`src/hdl/rc5v_pkg.sv`:
```
// Shared constants, types and rotate helpers for the RC5 variant block cipher.
package rc5v_pkg;

    localparam logic [31:0] MAGIC_P     = 32'hb7e15163;
    localparam logic [31:0] MAGIC_Q     = 32'h9e3779b9;
    localparam int          TABLE_WORDS = 26;
    localparam int          KEY_WORDS   = 4;
    localparam int          MIX_STEPS   = 3 * TABLE_WORDS;
    localparam int          TAB_AW      = $clog2(TABLE_WORDS);
    localparam int          CFG_AW      = $clog2(KEY_WORDS);

    // Table words used by encrypt and decrypt.
    localparam logic [TAB_AW-1:0] TK_A0 = TAB_AW'(0);
    localparam logic [TAB_AW-1:0] TK_B0 = TAB_AW'(1);
    localparam logic [TAB_AW-1:0] TK_A1 = TAB_AW'(4);
    localparam logic [TAB_AW-1:0] TK_B1 = TAB_AW'(5);

    typedef enum logic [1:0] {
        ACT_EXPAND  = 2'd0,
        ACT_ENCRYPT = 2'd1,
        ACT_DECRYPT = 2'd2
    } t_action;

    typedef enum logic [CFG_AW-1:0] {
        CFG_KEY0 = 2'd0,
        CFG_KEY1 = 2'd1,
        CFG_KEY2 = 2'd2,
        CFG_KEY3 = 2'd3
    } t_cfg_reg;

    typedef enum logic [2:0] {
        ST_IDLE,
        ST_KEY_MIX,
        ST_LOAD,
        ST_ROUND,
        ST_DONE
    } t_state;

    function automatic logic [31:0] rotl32(input logic [31:0] v, input logic [4:0] n);
        logic [63:0] d;
        d = {v, v} << n;
        return d[63:32];
    endfunction

    function automatic logic [31:0] rotr32(input logic [31:0] v, input logic [4:0] n);
        logic [63:0] d;
        d = {v, v} >> n;
        return d[31:0];
    endfunction

endpackage

```
`src/hdl/rc5_variant_block_cipher.sv`:
```
// Top level of the RC5 variant block cipher: control, round datapath and key table.
//
// The block holds a 26-word round key table in a RAM with one read and one write port.
// A word with action 0 expands the four key registers into the table in 78 mixing
// steps, one step per cycle. Encrypt and decrypt fetch four table words over the
// single read port, then run both halves side by side at one round per cycle. An
// unused action code returns zeros. The result sits in an output register, so the
// next word is taken while a result still waits. Until the first expand the table
// reads as all zeros.
module rc5_variant_block_cipher
    import rc5v_pkg::*;
#(
    parameter int ROUNDS = 12
) (
    input  logic                 i_clk,
    input  logic                 i_rst_n,
    input  logic                 i_cfg_we,
    input  logic [CFG_AW-1:0]    i_cfg_addr,
    input  logic [31:0]          i_cfg_data,
    input  logic                 s_axis_tvalid,
    output logic                 s_axis_tready,
    // data_word0 [31:0], data_word1 [63:32], data_word2 [95:64], data_word3 [127:96]
    input  logic [127:0]         s_axis_tdata,
    // action [1:0]
    input  logic [1:0]           s_axis_tuser,
    output logic                 m_axis_tvalid,
    input  logic                 m_axis_tready,
    // out_word0 [31:0], out_word1 [63:32], out_word2 [95:64], out_word3 [127:96]
    output logic [127:0]         m_axis_tdata
);

    localparam int CNT_W = $clog2((MIX_STEPS > ROUNDS) ? MIX_STEPS : ROUNDS);

    t_state                 r_state, n_state;
    logic [31:0]            r_key [KEY_WORDS];
    logic [TABLE_WORDS-1:0] r_valid;
    logic                   r_rd_vld;
    logic [31:0]            rdata, rd_eff;
    logic                   we;
    logic [TAB_AW-1:0]      raddr;
    logic                   load_out;
    logic [CNT_W-1:0]       r_cnt;
    logic [1:0]             r_act;
    logic [TAB_AW-1:0]      r_si, si_next;
    logic [31:0]            r_a, r_b, r_init;
    logic [31:0]            r_l [KEY_WORDS];
    logic [31:0]            r_w [4];
    logic [31:0]            r_t0, r_t1, r_ka1, r_kb1;
    logic                   r_out_valid;
    logic [127:0]           r_out_data, n_out_data;
    logic [31:0]            mix_src, mix_a, mix_s, mix_b;
    logic [31:0]            rw [4];
    logic [31:0]            ka [2], kb [2];

    rc5v_ram #(.WIDTH(32), .DEPTH(TABLE_WORDS)) u_table (
        .i_clk   (i_clk),
        .i_we    (we),
        .i_waddr (r_si),
        .i_wdata (mix_a),
        .i_raddr (raddr),
        .o_rdata (rdata)
    );

    assign rd_eff  = r_rd_vld ? rdata : 32'd0;
    assign si_next = (r_si == TAB_AW'(TABLE_WORDS - 1)) ? '0 : r_si + TAB_AW'(1);

    // One key schedule mixing step.
    assign mix_src = (r_cnt < CNT_W'(TABLE_WORDS)) ? r_init : rd_eff;
    assign mix_a   = rotl32(mix_src + r_a + r_b, 5'd3);
    assign mix_s   = mix_a + r_b;
    assign mix_b   = rotl32(r_l[r_cnt[1:0]] + mix_s, mix_s[4:0]);

    // One round on both halves.
    assign ka[0] = r_t0;
    assign kb[0] = r_t1;
    assign ka[1] = r_ka1;
    assign kb[1] = r_kb1;

    always_comb begin
        logic [31:0] a, b;
        for (int h = 0; h < 2; h++) begin
            a = r_w[2*h];
            b = r_w[2*h+1];
            if (r_act == ACT_DECRYPT) begin
                b = rotr32(b - kb[h], a[4:0]) ^ a;
                a = rotr32(a - ka[h], b[4:0]) ^ b;
            end else begin
                a = rotl32(a ^ b, b[4:0]) + ka[h];
                b = rotl32(b ^ a, a[4:0]) + kb[h];
            end
            rw[2*h]   = a;
            rw[2*h+1] = b;
        end
    end

    always_comb begin
        case (r_act)
            ACT_ENCRYPT: n_out_data = {r_w[3], r_w[2], r_w[1], r_w[0]};
            ACT_DECRYPT: n_out_data = {r_w[3] - r_t1, r_w[2] - r_t0,
                                       r_w[1] - r_t1, r_w[0] - r_t0};
            default:     n_out_data = '0;
        endcase
    end

    always_ff @(posedge i_clk) begin
        if (!i_rst_n) begin
            r_state <= ST_IDLE;
        end else begin
            r_state <= n_state;
        end
    end

    always_comb begin
        n_state       = r_state;
        s_axis_tready = 1'b0;
        we            = 1'b0;
        raddr         = TK_A0;
        load_out      = 1'b0;
        unique case (r_state)
            ST_IDLE: begin
                s_axis_tready = 1'b1;
                if (s_axis_tvalid) begin
                    case (s_axis_tuser)
                        ACT_EXPAND:  n_state = ST_KEY_MIX;
                        ACT_ENCRYPT: n_state = ST_LOAD;
                        ACT_DECRYPT: n_state = ST_LOAD;
                        default:     n_state = ST_DONE;
                    endcase
                end
            end
            ST_KEY_MIX: begin
                we    = 1'b1;
                raddr = si_next;
                if (r_cnt == CNT_W'(MIX_STEPS - 1)) begin
                    n_state = ST_DONE;
                end
            end
            ST_LOAD: begin
                unique case (r_cnt[1:0])
                    2'd0: raddr = TK_A0;
                    2'd1: raddr = TK_B0;
                    2'd2: raddr = TK_A1;
                    2'd3: raddr = TK_B1;
                endcase
                if (r_cnt == CNT_W'(4)) begin
                    n_state = ST_ROUND;
                end
            end
            ST_ROUND: begin
                if (r_cnt == CNT_W'(ROUNDS - 1)) begin
                    n_state = ST_DONE;
                end
            end
            ST_DONE: begin
                if (!r_out_valid || m_axis_tready) begin
                    load_out = 1'b1;
                    n_state  = ST_IDLE;
                end
            end
        endcase
    end

    // Control registers: key words, table valid bits, output handshake.
    always_ff @(posedge i_clk) begin
        if (!i_rst_n) begin
            for (int i = 0; i < KEY_WORDS; i++) begin
                r_key[i] <= '0;
            end
            r_valid     <= '0;
            r_rd_vld    <= 1'b0;
            r_out_valid <= 1'b0;
        end else begin
            if (i_cfg_we) begin
                r_key[i_cfg_addr] <= i_cfg_data;
            end
            if (we) begin
                r_valid[r_si] <= 1'b1;
            end
            r_rd_vld <= r_valid[raddr];
            if (load_out) begin
                r_out_valid <= 1'b1;
            end else if (m_axis_tready) begin
                r_out_valid <= 1'b0;
            end
        end
    end

    // Datapath registers.
    always_ff @(posedge i_clk) begin
        if (load_out) begin
            r_out_data <= n_out_data;
        end
        unique case (r_state)
            ST_IDLE: begin
                r_cnt  <= '0;
                r_si   <= '0;
                r_a    <= '0;
                r_b    <= '0;
                r_init <= MAGIC_P;
                r_act  <= s_axis_tuser;
                for (int i = 0; i < 4; i++) begin
                    r_w[i] <= s_axis_tdata[32*i +: 32];
                end
                for (int i = 0; i < KEY_WORDS; i++) begin
                    r_l[i] <= r_key[i];
                end
            end
            ST_KEY_MIX: begin
                r_a            <= mix_a;
                r_b            <= mix_b;
                r_l[r_cnt[1:0]] <= mix_b;
                r_init         <= r_init + MAGIC_Q;
                r_si           <= si_next;
                r_cnt          <= r_cnt + CNT_W'(1);
            end
            ST_LOAD: begin
                r_cnt <= r_cnt + CNT_W'(1);
                case (r_cnt[2:0])
                    3'd1: r_t0  <= rd_eff;
                    3'd2: r_t1  <= rd_eff;
                    3'd3: r_ka1 <= rd_eff;
                    3'd4: begin
                        r_kb1 <= rd_eff;
                        r_cnt <= '0;
                        if (r_act == ACT_ENCRYPT) begin
                            r_w[0] <= r_w[0] + r_t0;
                            r_w[1] <= r_w[1] + r_t1;
                            r_w[2] <= r_w[2] + r_t0;
                            r_w[3] <= r_w[3] + r_t1;
                        end
                    end
                    default: ;
                endcase
            end
            ST_ROUND: begin
                r_cnt <= r_cnt + CNT_W'(1);
                for (int i = 0; i < 4; i++) begin
                    r_w[i] <= rw[i];
                end
            end
            ST_DONE: ;
        endcase
    end

    assign m_axis_tvalid = r_out_valid;
    assign m_axis_tdata  = r_out_data;

endmodule

```
`src/hdl/rc5v_ram.sv`:
```
// Generic single-write, single-read synchronous RAM with registered read data.
module rc5v_ram #(
    parameter int WIDTH = 32,
    parameter int DEPTH = 26
) (
    input  logic                     i_clk,
    input  logic                     i_we,
    input  logic [$clog2(DEPTH)-1:0] i_waddr,
    input  logic [WIDTH-1:0]         i_wdata,
    input  logic [$clog2(DEPTH)-1:0] i_raddr,
    output logic [WIDTH-1:0]         o_rdata
);

    logic [WIDTH-1:0] r_mem [DEPTH];
    logic [WIDTH-1:0] r_rdata;

    always_ff @(posedge i_clk) begin
        if (i_we) begin
            r_mem[i_waddr] <= i_wdata;
        end
        r_rdata <= r_mem[i_raddr];
    end

    assign o_rdata = r_rdata;

endmodule

```
`config.mk`:
```
export PLATFORM = sky130hd
export DESIGN_NAME = rc5_variant_block_cipher
export DESIGN_NICKNAME = d
export VERILOG_FILES = /design/src/hdl/rc5v_pkg.sv /design/src/hdl/rc5_variant_block_cipher.sv /design/src/hdl/rc5v_ram.sv
export SDC_FILE = /design/constraint.sdc
export NUM_CORES = 2
export LEC_CHECK = 0
export CAP_MARGIN = 10
export CELL_PAD_IN_SITES_DETAIL_PLACEMENT = 0
export CELL_PAD_IN_SITES_GLOBAL_PLACEMENT = 1
export CORE_ASPECT_RATIO = 1.25
export CORE_MARGIN = 8
export CORE_UTILIZATION = 47
export DETAILED_ROUTE_END_ITERATION = 6
export DONT_BUFFER_PORTS = 1
export GPL_TIMING_DRIVEN = 1
export HOLD_SLACK_MARGIN = 0.12
export PLACE_DENSITY_LB_ADDON = 0.1
export SYNTH_ARGS = -nofsm -noshare
export SYNTH_HDL_FRONTEND = slang
export SYNTH_SLANG_ARGS = --single-unit
```
`constraint.sdc`:
```
create_clock -name i_clk -period 11.84 [get_ports i_clk]
set_clock_uncertainty 0.2 [all_clocks]
set_input_delay 1.184 -clock i_clk [delete_from_list [all_inputs] [get_ports i_clk]]
set_output_delay 1.184 -clock i_clk [all_outputs]
set_load 0.03 [all_outputs]
```
==> results.tsv <==
stage	metric	value	unit
clock_tree	clk_pin_slew	0.06	ns
clock_tree	clock_sinks	1647	
global_route	grt-ovfl-total	0	
sta	setup_viol_count_final	0	
placement	post-place-ws	-0.607	ns
clock_tree	clockRootBuffer	clkbuf_16	
yosys	synth_area_per_cell	10.5	sq um
floorplanning	start_util	47.2	%
placement	post-dp-hpwl	380	mm
global_route	grt_pass1_wl	681	mm
detailed_routing	drc	8	
detailed_routing	via_per_inst	6.46	
floorplanning	core_area	237000	sq um
yosys	synthAdderAreaFrac	6.90	%
setup_path	path_class	register to register	
setup_path	cp_common_cell	buf_4	
yosys	synth_edf_count	1582	
yosys	syn_area	112000	sq um
yosys	async_flop_share	0	%
placement	routabilityCongestion	1.09	
clock_tree	clock_latency	0.93	ns
setup_path	cp_data_arrival_time	11.71	ns
placement	placement.cell_area	118000	sq um
sta	period_share	95.8	%
sta	worst_pin_slew	1.37	ns
clock_tree	cts_max_level	4	
yosys	synth_xor_area_share	5.87	%
sta	hold_ws	0.259	ns
setup_path	crit_slowest_cell	a2111oi_0	
floorplanning	fp.dieH	562	microns
yosys	synthMuxAreaShare	13.3	%
finish	fillCellCount	21100	
yosys	synth_top_flop_cell	edfxtp_1	
finish	fin_area	125000	sq um
yosys	synthCells	10700	
sta	hold_violations	0	
yosys	synth.distinct_cells	119	
status	failed_checks	DRC	
detailed_routing	ant_nets	0	
yosys	synth-seq-area-share	43.6	%
sta	setup_ws	0.501	ns
finish	area.growth.synth_to_final	11.4	%
global_route	grt_pass1_vias	88000	
detailed_routing	drtIter0Drc	9752	
detailed_routing	drt_wl_total	498	mm
clock_tree	numCtsBuffers	182	
floorplanning	die_area	254000	sq um
clock_tree	cts_tree	done	
global_route	antenna_found_initial	56	
finish	layout_commonest_cell	edfxtp_1	
detailed_routing	first_pass_iters	7	
floorplanning	io_pins	299	
yosys	synth_seq_cells	1647	
global_route	track_usage	37.7	%
finish	final_nets	11500	
clock_tree	cts.path.max_buffers	4	
status	status	finished with violations	
yosys	yosys_warnings	0	
setup_path	crit_fanout	6	
yosys	synth_nets	11400	
sta	finalMaxSlewViolations	0	
floorplanning	die_w	453	microns
yosys	synth-simple-area-share	12.4	%
finish	drive_gt1_share	13.9	%
placement	io_buffers	0	
yosys	synth_compound_area_share	14.5	%
sta	setup_tns	0	ns
flow_run	maxCapViolCount	0	
detailed_routing	routed-via-count	90800	
yosys	synth_top_family_by_area	compound AO/OA/AOI/OAI gates	
floorplanning	core.rowCount	200	
setup_path	crit_path_end_kind	register	
sta	period_needed	11.34	ns
global_route	grt_max_degree	121	
setup_path	cp.required	12.21	ns
finish	final_cell_mix	edfxtp_1, nor2_1, nand2_1, a21oi_1, mux2i_1	
sta	fmax	0.0882	GHz
min_path	hp-class	input pin to register	
setup_path	max_stage_delay	0.65	ns
setup_path	startpoint_type	register	
sta	relSlewSlack	7.73	%
detailed_routing	post_drt_wl_per_cell	35.4	microns
-- critical path, delay by kind of cell (launching register included) --
family | cells | cell delay, ns
AOI/OAI and AO/OA | 28 | 4.80
xor gates and xnor gates | 2 | 0.26
adders and majority gates | 4 | 1.32
buffers and inverters | 9 | 1.26
DFF | 1 | 0.41
muxes | 3 | 1.16
and+or+nand+nor | 7 | 1.66
-- worst paths after layout --
kind	startpoint	to	slack, ns	cells after the start
setup / recovery	r_cnt[2]	r_l[3][31]	0.50	53
hold / removal	i_rst_n	r_valid[12]	0.26	1
setup reg to reg	r_cnt[2]	r_l[3][31]	0.50	53
hold reg to reg	r_valid[17]	r_valid[17]	0.26	1
-- repair_timing --
| action | in CTS | in global routing |
|---|---|---|
| pin swaps | 4 | 23 |
| cloned | 0 | 0 |
| setup endpoints to repair | 160 | 166 |
| setup buffers | 1 | 14 |
| gates resized for setup | 12 | 86 |
| hold buffers | 0 | 0 |
-- metrics by stage --
step	util, %	instances
finish	52.6	14100
global route	52.6	14000
floorplan	-	10700
detailed placement	49.9	13700
global placement	49.9	13700
CTS	52.4	14000
-- cells by family after synthesis --
logic type | Yosys count
fa+ha+maj | 589
flops | 1647
xor+xnor | 731
compound gates | 2522
simple gates | 3052
mux | 1103
buf+inv | 1008
-- state kept, by name, indices dropped and copies added, names as in the netlist, named ones only --
name / flops
r_rd_vld: 1
r_si: 5
r_ka1: 32
u_table.o_rdata: 32
m_axis_tvalid: 1
r_state: 3
r_cnt: 7
r_init: 32
r_w: 128
m_axis_tdata: 128
u_table.r_mem: 832
r_l: 128
r_valid: 26
r_t0: 32
r_act: 2
r_kb1: 32
r_key: 128
r_b: 32
r_a: 32
r_t1: 32
-- routing by layer --
layer | GRT usage (%) | share of wire [%] | vias to the layer above
met5 | 0 | 0.017 | -
met4 | 33.8 | 11 | 14
met3 | 6.00 | 6.7 | 1438
met2 | 63.6 | 48 | 4539
met1 | 40.7 | 34 | 44900
li1 | - | - | 39900
-- cells in the mapped netlist (139+ instances only) --
cell type,n,area share (%)
mux4_2,295,5.9
a21oi_1,778,3.5
xor2_1,265,2.1
ha_1,540,6.0
clkbuf_1,462,1.5
nor3_1,163,0.73
inv_1,382,1.3
edfxtp_1,1582,42
a22oi_1,139,0.93
mux2i_1,668,6.0
nor2_1,1015,3.4
a21o_1,146,0.98
and2_1,196,1.1
mux2_2,139,1.4
xnor2_1,453,3.5
nand3_1,285,1.3
o21ai_0,551,2.5
nand2_1,920,3.1
-- layout make-up --
type / instances / area (sq um) / area share [%]
antenna: 49 / 123 / 0.0983
clock buffer: 228 / 4860 / 3.89
clock inverter: 94 / 986 / 0.790
inverter: 394 / 1490 / 1.19
multi-input combinational: 7997 / 60600 / 48.6
sequential: 1647 / 48800 / 39.1
tap: 3131 / 3920 / 3.14
timing repair buffer: 522 / 3980 / 3.19
Power is left out: the tool's default activity adds up to more than one toggle a clock period on the data nets, which glitch-free logic cannot reach.
